--- src/fkt_pkg.sv ---
// ---------------------------------------------------------------------------
// fkt_pkg: shared types, constants and filter functions
// Holds the boolean filter tables, the queue entry type and the register map
// for the keystream table entry block.
// ---------------------------------------------------------------------------
package fkt_pkg;

  // field widths
  localparam int LowKeyW  = 16;
  localparam int MidW     = 18;
  localparam int UidW     = 32;
  localparam int PkeyW    = LowKeyW + MidW;
  localparam int StateW   = 48;
  localparam int KsBits   = MidW;
  // shift position for the next bit; the keystream uses shifts 1 to KsBits
  localparam int NextShift = 33;
  // load vector {y, low key, uid} padded so the last window stays in range
  localparam int VecW     = NextShift + StateW;

  // configuration port
  localparam int CfgAddrW = 3;
  localparam int CfgDataW = 32;
  localparam int CfgIdxW  = 1;
  localparam logic [CfgIdxW-1:0] REG_TAG_UID = 1'b0;

  // queue depth between front and back
  localparam int QDepthDef = 4;

  // boolean function tables
  localparam logic [15:0] FA_TBL = 16'h2C79;
  localparam logic [15:0] FB_TBL = 16'h6671;
  localparam logic [31:0] FC_TBL = 32'h7907287B;
  localparam logic [15:0] FP_TBL = 16'hAE83;

  // one classified guess waiting for the back end
  typedef struct packed {
    logic [LowKeyW-1:0] low_key;
    logic [MidW-1:0]    mid;
    logic               keep;
  } fkt_entry_t;

  // full nonlinear filter over the 48-bit state
  function automatic logic filt48(input logic [StateW-1:0] s);
    logic [4:0] idx;
    idx[0] = FA_TBL[{s[5],  s[4],  s[2],  s[1]}];
    idx[1] = FB_TBL[{s[14], s[13], s[11], s[7]}];
    idx[2] = FB_TBL[{s[25], s[22], s[20], s[16]}];
    idx[3] = FB_TBL[{s[32], s[30], s[28], s[27]}];
    idx[4] = FA_TBL[{s[45], s[43], s[42], s[33]}];
    return FC_TBL[idx];
  endfunction

  // reduced predicate on the 34-bit partial key
  function automatic logic reduced_pred(input logic [PkeyW-1:0] k);
    logic [3:0] idx;
    idx[0] = FA_TBL[{k[6],  k[5],  k[3],  k[2]}];
    idx[1] = FB_TBL[{k[15], k[14], k[12], k[8]}];
    idx[2] = FB_TBL[{k[26], k[23], k[21], k[17]}];
    idx[3] = FB_TBL[{k[33], k[31], k[29], k[28]}];
    return FP_TBL[idx];
  endfunction

endpackage

--- src/filter_keystream_table_entry.sv ---
// Each guess passes the front register, the queue and the output register.
// Throughput: one guess per cycle unless in_stall; all 19 filter evaluations
// sit in the back stage's single combinational step.
// A QDepth-entry queue lets the front keep accepting under out_stall until full.
// Reset (rst_n, synchronous) empties all stages and clears tag_uid to zero.
// ---------------------------------------------------------------------------
// filter_keystream_table_entry: keystream table entry generator
// Front stage classifies each guess, queue decouples, back stage computes
// the keystream word; tag_uid is written over an APB-style port.
// ---------------------------------------------------------------------------
module filter_keystream_table_entry #(
  parameter int QDepth = fkt_pkg::QDepthDef
) (
  input  logic                          clk,
  input  logic                          rst_n,
  // input channel
  input  logic                          in_valid,
  output logic                          in_stall,
  input  logic [fkt_pkg::LowKeyW-1:0]  in_low_key_guess,
  input  logic [fkt_pkg::MidW-1:0]     in_middle_guess,
  // result channel
  output logic                          out_valid,
  input  logic                          out_stall,
  output logic                          out_keep,
  output logic [fkt_pkg::MidW-1:0]     out_y_xor_keystream,
  output logic                          out_inverted_next_bit,
  output logic [fkt_pkg::PkeyW-1:0]    out_partial_key,
  // configuration port
  input  logic                          cfg_psel,
  input  logic                          cfg_penable,
  input  logic                          cfg_pwrite,
  input  logic [fkt_pkg::CfgAddrW-1:0] cfg_paddr,
  input  logic [fkt_pkg::CfgDataW-1:0] cfg_pwdata,
  output logic [fkt_pkg::CfgDataW-1:0] cfg_prdata,
  output logic                          cfg_pready
);

  logic [fkt_pkg::UidW-1:0]    tag_uid_r, tag_uid_nxt;
  logic [fkt_pkg::CfgIdxW-1:0] cfg_idx;
  logic                         cfg_wr;
  logic                         q_push, q_pop, q_full, q_empty;
  fkt_pkg::fkt_entry_t          q_wdata, q_rdata;

  // register file: word-aligned, one register
  assign cfg_pready = 1'b1;
  assign cfg_idx    = cfg_paddr[fkt_pkg::CfgAddrW-1:2];
  assign cfg_wr     = cfg_psel && cfg_penable && cfg_pwrite && cfg_pready;

  always_comb begin
    tag_uid_nxt = tag_uid_r;
    if (cfg_wr && cfg_idx == fkt_pkg::REG_TAG_UID) begin
      tag_uid_nxt = cfg_pwdata;
    end
  end

  always_comb begin
    case (cfg_idx)
      fkt_pkg::REG_TAG_UID: cfg_prdata = tag_uid_r;
      default:              cfg_prdata = '0;
    endcase
  end

  always_ff @(posedge clk) begin
    if (!rst_n) begin
      tag_uid_r <= '0;
    end else begin
      tag_uid_r <= tag_uid_nxt;
    end
  end

  // front: accept and classify
  fkt_front u_front (
    .clk              (clk),
    .rst_n            (rst_n),
    .in_valid         (in_valid),
    .in_stall         (in_stall),
    .in_low_key_guess (in_low_key_guess),
    .in_middle_guess  (in_middle_guess),
    .q_full           (q_full),
    .q_push           (q_push),
    .q_wdata          (q_wdata)
  );

  // queue between front and back
  fkt_queue #(
    .QDepth (QDepth)
  ) u_queue (
    .clk   (clk),
    .rst_n (rst_n),
    .push  (q_push),
    .wdata (q_wdata),
    .pop   (q_pop),
    .rdata (q_rdata),
    .full  (q_full),
    .empty (q_empty)
  );

  // back: keystream and result beat
  fkt_back u_back (
    .clk                   (clk),
    .rst_n                 (rst_n),
    .tag_uid               (tag_uid_r),
    .q_empty               (q_empty),
    .q_rdata               (q_rdata),
    .q_pop                 (q_pop),
    .out_valid             (out_valid),
    .out_stall             (out_stall),
    .out_keep              (out_keep),
    .out_y_xor_keystream   (out_y_xor_keystream),
    .out_inverted_next_bit (out_inverted_next_bit),
    .out_partial_key       (out_partial_key)
  );

endmodule

--- src/fkt_front.sv ---
// ---------------------------------------------------------------------------
// fkt_front: input stage
// Accepts guesses, evaluates the reduced predicate and hands classified
// entries to the queue.
// ---------------------------------------------------------------------------
module fkt_front (
  input  logic                         clk,
  input  logic                         rst_n,
  input  logic                         in_valid,
  output logic                         in_stall,
  input  logic [fkt_pkg::LowKeyW-1:0] in_low_key_guess,
  input  logic [fkt_pkg::MidW-1:0]    in_middle_guess,
  input  logic                         q_full,
  output logic                         q_push,
  output fkt_pkg::fkt_entry_t          q_wdata
);

  logic                valid_r;
  logic                valid_nxt;
  fkt_pkg::fkt_entry_t ent_r;
  fkt_pkg::fkt_entry_t ent_nxt;
  logic                load;

  // stage holds while its beat cannot enter the queue
  assign in_stall = valid_r && q_full;
  assign load     = !in_stall;
  assign q_push   = valid_r && !q_full;
  assign q_wdata  = ent_r;

  // classify the incoming guess
  always_comb begin
    ent_nxt.low_key = in_low_key_guess;
    ent_nxt.mid     = in_middle_guess;
    ent_nxt.keep    = fkt_pkg::reduced_pred({in_middle_guess, in_low_key_guess});
    valid_nxt       = load ? in_valid : valid_r;
  end

  always_ff @(posedge clk) begin
    if (!rst_n) begin
      valid_r <= 1'b0;
    end else begin
      valid_r <= valid_nxt;
    end
  end

  always_ff @(posedge clk) begin
    if (load && in_valid) begin
      ent_r <= ent_nxt;
    end
  end

endmodule

--- src/fkt_queue.sv ---
// ---------------------------------------------------------------------------
// fkt_queue: decoupling queue
// Small FIFO of classified entries between the front and back stages.
// ---------------------------------------------------------------------------
module fkt_queue #(
  parameter int QDepth = fkt_pkg::QDepthDef
) (
  input  logic                clk,
  input  logic                rst_n,
  input  logic                push,
  input  fkt_pkg::fkt_entry_t wdata,
  input  logic                pop,
  output fkt_pkg::fkt_entry_t rdata,
  output logic                full,
  output logic                empty
);

  localparam int PtrW = (QDepth > 1) ? $clog2(QDepth) : 1;
  localparam int CntW = $clog2(QDepth + 1);

  fkt_pkg::fkt_entry_t mem_r [QDepth];
  logic [PtrW-1:0]     wr_ptr_r, wr_ptr_nxt;
  logic [PtrW-1:0]     rd_ptr_r, rd_ptr_nxt;
  logic [CntW-1:0]     count_r, count_nxt;

  assign full  = (count_r == CntW'(QDepth));
  assign empty = (count_r == '0);
  assign rdata = mem_r[rd_ptr_r];

  // pointer and fill count update
  always_comb begin
    wr_ptr_nxt = wr_ptr_r;
    rd_ptr_nxt = rd_ptr_r;
    count_nxt  = count_r;
    if (push) begin
      wr_ptr_nxt = (wr_ptr_r == PtrW'(QDepth - 1)) ? '0 : wr_ptr_r + PtrW'(1);
    end
    if (pop) begin
      rd_ptr_nxt = (rd_ptr_r == PtrW'(QDepth - 1)) ? '0 : rd_ptr_r + PtrW'(1);
    end
    if (push && !pop) begin
      count_nxt = count_r + CntW'(1);
    end else if (pop && !push) begin
      count_nxt = count_r - CntW'(1);
    end
  end

  always_ff @(posedge clk) begin
    if (!rst_n) begin
      wr_ptr_r <= '0;
      rd_ptr_r <= '0;
      count_r  <= '0;
    end else begin
      wr_ptr_r <= wr_ptr_nxt;
      rd_ptr_r <= rd_ptr_nxt;
      count_r  <= count_nxt;
    end
  end

  // entry storage
  always_ff @(posedge clk) begin
    if (push) begin
      mem_r[wr_ptr_r] <= wdata;
    end
  end

  // fill count stays within the depth
  a_count_range: assert property (@(posedge clk) disable iff (!rst_n)
    count_r <= CntW'(QDepth))
    else $error("queue fill count beyond depth");

  // never read an empty queue or write a full one
  a_no_underflow: assert property (@(posedge clk) disable iff (!rst_n)
    pop |-> !empty)
    else $error("queue pop while empty");

  a_no_overflow: assert property (@(posedge clk) disable iff (!rst_n)
    push |-> !full)
    else $error("queue push while full");

  // a lone push grows the fill count by one
  a_push_count: assert property (@(posedge clk) disable iff (!rst_n)
    (push && !pop) |=> count_r == $past(count_r) + CntW'(1))
    else $error("queue count did not follow push");

endmodule

--- src/fkt_back.sv ---
// ---------------------------------------------------------------------------
// fkt_back: keystream stage
// Pops entries, runs the 48-bit filter at each shift position of interest
// and holds the result beat in an output register.
// ---------------------------------------------------------------------------
module fkt_back (
  input  logic                          clk,
  input  logic                          rst_n,
  input  logic [fkt_pkg::UidW-1:0]     tag_uid,
  input  logic                          q_empty,
  input  fkt_pkg::fkt_entry_t           q_rdata,
  output logic                          q_pop,
  output logic                          out_valid,
  input  logic                          out_stall,
  output logic                          out_keep,
  output logic [fkt_pkg::MidW-1:0]     out_y_xor_keystream,
  output logic                          out_inverted_next_bit,
  output logic [fkt_pkg::PkeyW-1:0]    out_partial_key
);

  logic                             valid_r, valid_nxt;
  logic                             keep_r;
  logic [fkt_pkg::MidW-1:0]        yks_r, yks_nxt;
  logic                             inv_r, inv_nxt;
  logic [fkt_pkg::PkeyW-1:0]       pkey_r;
  logic [fkt_pkg::VecW-1:0]        vec;
  logic [fkt_pkg::KsBits-1:0]      ks;
  logic                             load;

  // output register frees up when empty or when its beat is taken
  assign load      = !(valid_r && out_stall);
  assign q_pop     = load && !q_empty;
  assign valid_nxt = load ? !q_empty : valid_r;

  // state after n shifts is vec >> n; y's upper bits join after bit 63
  assign vec = fkt_pkg::VecW'({q_rdata.mid, q_rdata.low_key, tag_uid});

  // keystream bit i comes from the state after shift i+1
  always_comb begin
    for (int i = 0; i < fkt_pkg::KsBits; i++) begin
      ks[i] = fkt_pkg::filt48(vec[i + 1 +: fkt_pkg::StateW]);
    end
    yks_nxt = q_rdata.mid ^ ks;
    inv_nxt = !fkt_pkg::filt48(vec[fkt_pkg::NextShift +: fkt_pkg::StateW]);
  end

  always_ff @(posedge clk) begin
    if (!rst_n) begin
      valid_r <= 1'b0;
    end else begin
      valid_r <= valid_nxt;
    end
  end

  always_ff @(posedge clk) begin
    if (q_pop) begin
      keep_r <= q_rdata.keep;
      yks_r  <= yks_nxt;
      inv_r  <= inv_nxt;
      pkey_r <= {q_rdata.mid, q_rdata.low_key};
    end
  end

  assign out_valid             = valid_r;
  assign out_keep              = keep_r;
  assign out_y_xor_keystream   = yks_r;
  assign out_inverted_next_bit = inv_r;
  assign out_partial_key       = pkey_r;

endmodule
--- config.mk ---
export PLATFORM = sky130hd
export DESIGN_NAME = filter_keystream_table_entry
export DESIGN_NICKNAME = d
export VERILOG_FILES = /design/src/fkt_pkg.sv /design/src/filter_keystream_table_entry.sv /design/src/fkt_front.sv /design/src/fkt_queue.sv /design/src/fkt_back.sv
export SDC_FILE = /design/constraint.sdc
export NUM_CORES = 1
export LEC_CHECK = 0
export BUFFER_PORTS_ARGS = -buffer_cell sky130_fd_sc_hd__buf_2
export CAP_MARGIN = 15
export CORE_MARGIN = 5
export CORE_UTILIZATION = 60
export CTS_BUF_LIST = sky130_fd_sc_hd__clkbuf_4 sky130_fd_sc_hd__clkbuf_8
export CTS_CLUSTER_SIZE = 30
export DETAILED_ROUTE_END_ITERATION = 10
export GPL_TIMING_DRIVEN = 0
export PLACE_DENSITY = 0.9
export REMOVE_ABC_BUFFERS = 1
export SETUP_SLACK_MARGIN = 0.1
export SKIP_LAST_GASP = 1
export SYNTH_ARGS = -nofsm -noshare
export SYNTH_HDL_FRONTEND = slang
export SYNTH_SLANG_ARGS = --single-unit
--- constraint.sdc ---
create_clock -name clk -period 5 [get_ports clk]
set_input_delay 0 -clock clk [delete_from_list [all_inputs] [get_ports clk]]
set_output_delay 0 -clock clk [all_outputs]
set_load 0.005 [all_outputs]
# Word level (Yosys, flattened, before mapping)
# Memory sizes are Yosys's and may differ from the RTL's. A register that Yosys moved wholly into a read port is not among the register bits.
# Cells that the tools add are included.
[word_totals]
ram_bits = 140
inputBits = 76
memories = 119
rom_bits = 2176
ff_bits = 129
[mem_list]
columns = ["name", "depth", "width", "rd", "rd_clocked_by_memory_dff", "write_ports", "line_no", "text"]
rows = [
  ["u_queue.mem_r", 4, 35, 1, 1, 1, "fkt_queue.sv:21", "fkt_pkg::fkt_entry_t mem_r [QDepth];"],
  ["(no name shown)", 32, 1, 1, 0, 0, "fkt_pkg.sv:50", "return FC_TBL[idx];"],
  ["(no name shown)", 32, 1, 1, 0, 0, "fkt_pkg.sv:50", ""],
  ["(no name shown)", 32, 1, 1, 0, 0, "fkt_pkg.sv:50", ""],
  ["(no name shown)", 32, 1, 1, 0, 0, "fkt_pkg.sv:50", ""],
  ["(no name shown)", 32, 1, 1, 0, 0, "fkt_pkg.sv:50", ""],
  ["113 more memories", "--", "--", "--", "--", "--", "--", ""],
]
[classes]
n_bitwise = 2
reduce_logical = 19
n_addsub = 4
mux = 208
order_cmp = 117
eq_ne = 3
[ops]
columns = ["op", "count"]
rows = [
  ["$lt 4x5->1 const B", 98],
  ["$mux 4", 82],
  ["$mux 1", 119],
  ["$lt 5x6->1 const B", 19],
  ["$mux 32", 1],
  ["$xor 18x18->18", 1],
  ["$logic_and 1x1->1", 10],
  ["$mux 2", 4],
  ["$logic_not 1->1", 7],
  ["$mux 3", 2],
  ["$add 2x1->2 const B", 2],
  ["$eq 2x2->1 const B", 2],
  ["$add 3x1->3 const B", 1],
  ["$eq 3x3->1 const B", 1],
  ["$logic_not 3->1", 1],
  ["$sub 3x1->3 const B", 1],
  ["$reduce_bool 2->1", 1],
  ["$not 1->1", 1],
]

# Logic depth before layout (Yosys ltp)
[depth]
word_depth = 7
depth_mapped = 13
depth_no_buf = 11

# By module
# From an unflattened synthesis, not the netlist that was laid out.
[hier_totals]
hier_cells = 1451
area_unflattened_um2 = 17541.8
[modules_own_cells]
columns = ["mod", "instances", "seq_area_each_um2", "area_each_um2", "cells_per_inst"]
rows = [
  ["fkt_back", 1, 1641.6, 9073.7, 973],
  ["fkt_queue", 1, 4384.2, 5560.3, 227],
  ["filter_keystream_table_entry", 1, 640.6, 1537.7, 177],
  ["fkt_front", 1, 1071.0, 1370.1, 74],
]

# Worst setup path after synthesis
# No wires, ideal clock.
[synth_timing]
path_kind = "register -> register"
from = "reg with a tool-made name"
to = "reg u_back.yks_r (netlist bit u_back.out_y_xor_keystream[3]), data pin"
synth_period_minus_slack_ns = 3.117
required_time_ns = 4.741
arrival_time_ns = 2.858
stages_incl_launch_ff = 12
setup_ns = 0.259
n_path_buf = 4
setup_slack_ns = 1.883
cell_sequence = "dfxtp_1 > buf_6 > buf_12 > mux4_2 > buf_6 > buf_2 > ha_1 > mux2i_1 > mux2i_1 > mux2_2 > or2_0 > a211o_1"
[synth_rtl]
columns = ["element", "line_no", "text"]
rows = [
  ["end signal, assigned", "fkt_back.sv:58", "yks_r <= yks_nxt;"],
  ["end, declared", "fkt_back.sv:23", "logic [fkt_pkg::MidW-1:0] yks_r, yks_nxt;"],
]

==> flow_summary.ini <==
[outcome]
status = finished, final reports clean

[final_layout]
finalInstanceArea_mm2 = 0.0211
final_cell_mix = 229 x edfxtp_1, 209 x ha_1, 164 x inv_1
final_common_cell = edfxtp_1
area_delta_synth_final_pct = 15.7
layout.nets = 2088
final_cells = 2229
drive_above_1_share_pct = 19.7
fillers = 1914

[timing]
finalCritPeriodShare_pct = 85.0
hold_ws_ns = 0.0493
finalWorstSetupSlack_ns = 0.751
skew_ns = 0.0342
hold_viol = 0
period_minus_slack_ns = 4.25
fin_setup_tns_ns = 0
max_freq_mhz = 235
setup_viol = 0
slew_headroom_pct = 33.3
worst_pin_slew_ns = 0.992
rsz0062_at_grt = no
slew_violations = 0

[floorplanning]
start_util_pct = 61.2
num_rows = 63
die-width_um = 184
coreArea_mm2 = 0.0298
num_io_pins = 165
die_y_um = 184
die_area_mm2 = 0.0340

[power]
switching_share_pct = 40.5
ir_drop_v = 0.000391
p_per_area_mw_per_mm2 = 550
p_switching_w = 0.00470
seq_power_share_pct = 31.2
p_leak_nw = 9.26
clockPowerShare_pct = 19.4
pwr-share-comb_pct = 49.4
intPower_w = 0.00689

[detailed_routing]
firstDrtPassIters = 5
routed_wl_mm = 48.5
ant_nets = 0
routedWlPerCell_um = 21.8
via_count = 13600
wl_met2_mm = 23.8
dr_wl_met3_mm = 4.57
drc = 0
routed.top_layer = met4
drt-met1-wl_mm = 17.7
dr.first_iter.drc_count = 1273
vias_per_cell = 6.12

[yosys]
ys_ff_latch = 313
synthArstFlopShare_pct = 0
synth_cell_types = 78
synthFlopType = edfxtp_1
synth_area_mm2 = 0.0182
synth_area_per_cell_um2 = 11.6
ys.warnings.count = 0
synth_edf_count = 229
synthCells = 1570
yosysSeqAreaShare_pct = 47.0

[clock_tree]
cts_tree = done
cts_root_buf = clkbuf_8
clkSlewWorstSetupHoldPaths_ns = 0.07
cts_buffer_depth = 3
numCtsBuffers = 50
cts.sinks = 313
ctsHtreeMaxLevel = 2
clk_latency_ns = 0.63

[worst_setup_path]
critPathMaxFanout = 25
start_kind = register
cp_data_required_time_ns = 5.34
r2r_cells = 9
worstSetupPathType = register to register
r2r_end = u_back.out_y_xor_keystream[15]
worst-r2r-setup-slack_ns = 0.75
worstSetupEndpointType = register
arrival_ns = 4.59

[grt]
antenna_found_initial = 0
grt_max_degree = 36
grt_usage_pct = 28.1
overflow = 0
grt_pass1_vias = 13900
grt_pass1_wl_mm = 74.1

[min_path]
hp-start = cfg_pwdata[18]
hold_path_class = input port to register
worstHoldPathCells = 4

[flow_run]
drv_cap = 0

[placement]
io_buffers = 161
gp_congestion = 0.916
pre_cts_ws_ns = 1.04
placed_cell_area_mm2 = 0.0194
place.detailed.hpwl_mm = 33.0
place_inst = 2074
==> cells by family after synthesis <==
logic type	after synthesis	share of synthesized area, %
other cells	1	0.0206
flops	313	47.0
fa+ha+maj	210	14.5
mux	166	12.5
compound gates	251	9.61
simple gates	380	10.2
xor+xnor	23	1.11
buf+inv	226	5.23
==> power groups by stage <==
stage	sequential [W]	clock, W	combinational [W]
2_1_floorplan	0.00368	0	0.00377
3_3_place_gp	0.00372	0	0.00509
3_5_place_dp	0.00367	0	0.00547
4_1_cts	0.00362	0.00226	0.00559
5_1_grt	0.00366	0.00240	0.00618
6_report	0.00362	0.00225	0.00572
==> stage by stage <==
stage | utilization, % | total power, W
floorplan | - | 0.00745
global placement | 64.4 | 0.00881
detailed placement | 65.1 | 0.00914
CTS | 70.7 | 0.0115
global route | 70.7 | 0.0122
finish | 70.7 | 0.0116
==> Yosys cell counts, types with 12 or more instances <==
cell type,instances,share of area [%]
nand2_1,125,2.6
clkbuf_1,17,0.35
or3_1,13,0.45
xnor2_1,18,0.87
o211ai_1,30,1.2
nor3_1,15,0.41
and2_1,19,0.65
mux2_2,36,2.2
a211oi_1,15,0.62
a21oi_1,61,1.7
edfxtp_1,229,38
ha_1,209,14
nor2_1,92,1.9
a211o_1,12,0.58
nand2b_1,18,0.62
mux4_2,43,5.3
mux2i_1,83,4.6
dfxtp_1,84,9.2
nor2b_1,29,1.0
buf_2,23,0.63
inv_1,165,3.4
o21ai_0,43,1.2
nand3_1,16,0.44
o211a_1,12,0.66
==> critical path: stages (launching register included) <==
cell,delay [ns]
dfxtp_2,0.65
buf_12,0.29
mux4_2,0.76
inv_1,0.41
ha_1,0.22
nor2_1,0.05
o31ai_1,0.57
nor3_1,0.19
o211a_1,0.28
a2111oi_2,0.52
==> how the worst max path moves through the flow <==
stage,startpoint,to,cells past startpoint
3_3_place_gp,register,u_back.out_y_xor_keystream[16],8
6_report,register,u_back.out_y_xor_keystream[15],9
4_1_cts,register,u_back.out_y_xor_keystream[15],9
2_1_floorplan,register,u_back.out_y_xor_keystream[3],7
3_5_place_dp,register,u_back.out_y_xor_keystream[9],10
5_1_grt,register,u_back.out_y_xor_keystream[15],9
==> cell type report <==
class	count	area (µm²)	share of cell area, %
Clock buffer	72	872	4.14
Inverter	170	638	3.03
Multi-Input combinational cell	1031	8730	41.4
Timing Repair Buffer	236	1640	7.79
Antenna cell	1	2.50	0.0119
Clock inverter	16	150	0.712
Sequential cell	313	8560	40.6
Tap cell	390	488	2.31
==> per-layer routing <==
metal / vias to the layer above / global-route usage [%]
met5: - / 0
met4: 0 / 12.9
met3: 193 / 5.60
met2: 809 / 48.1
met1: 6520 / 34.4
li1: 6118 / -
==> repair_timing <==
action	CTS	global route
hold endpoints to repair	113	0
resized for setup	0	0
hold buffers	65	0
setup endpoints to repair	0	0
setup buffers	0	0
Power figures use the tool's default switching activity.
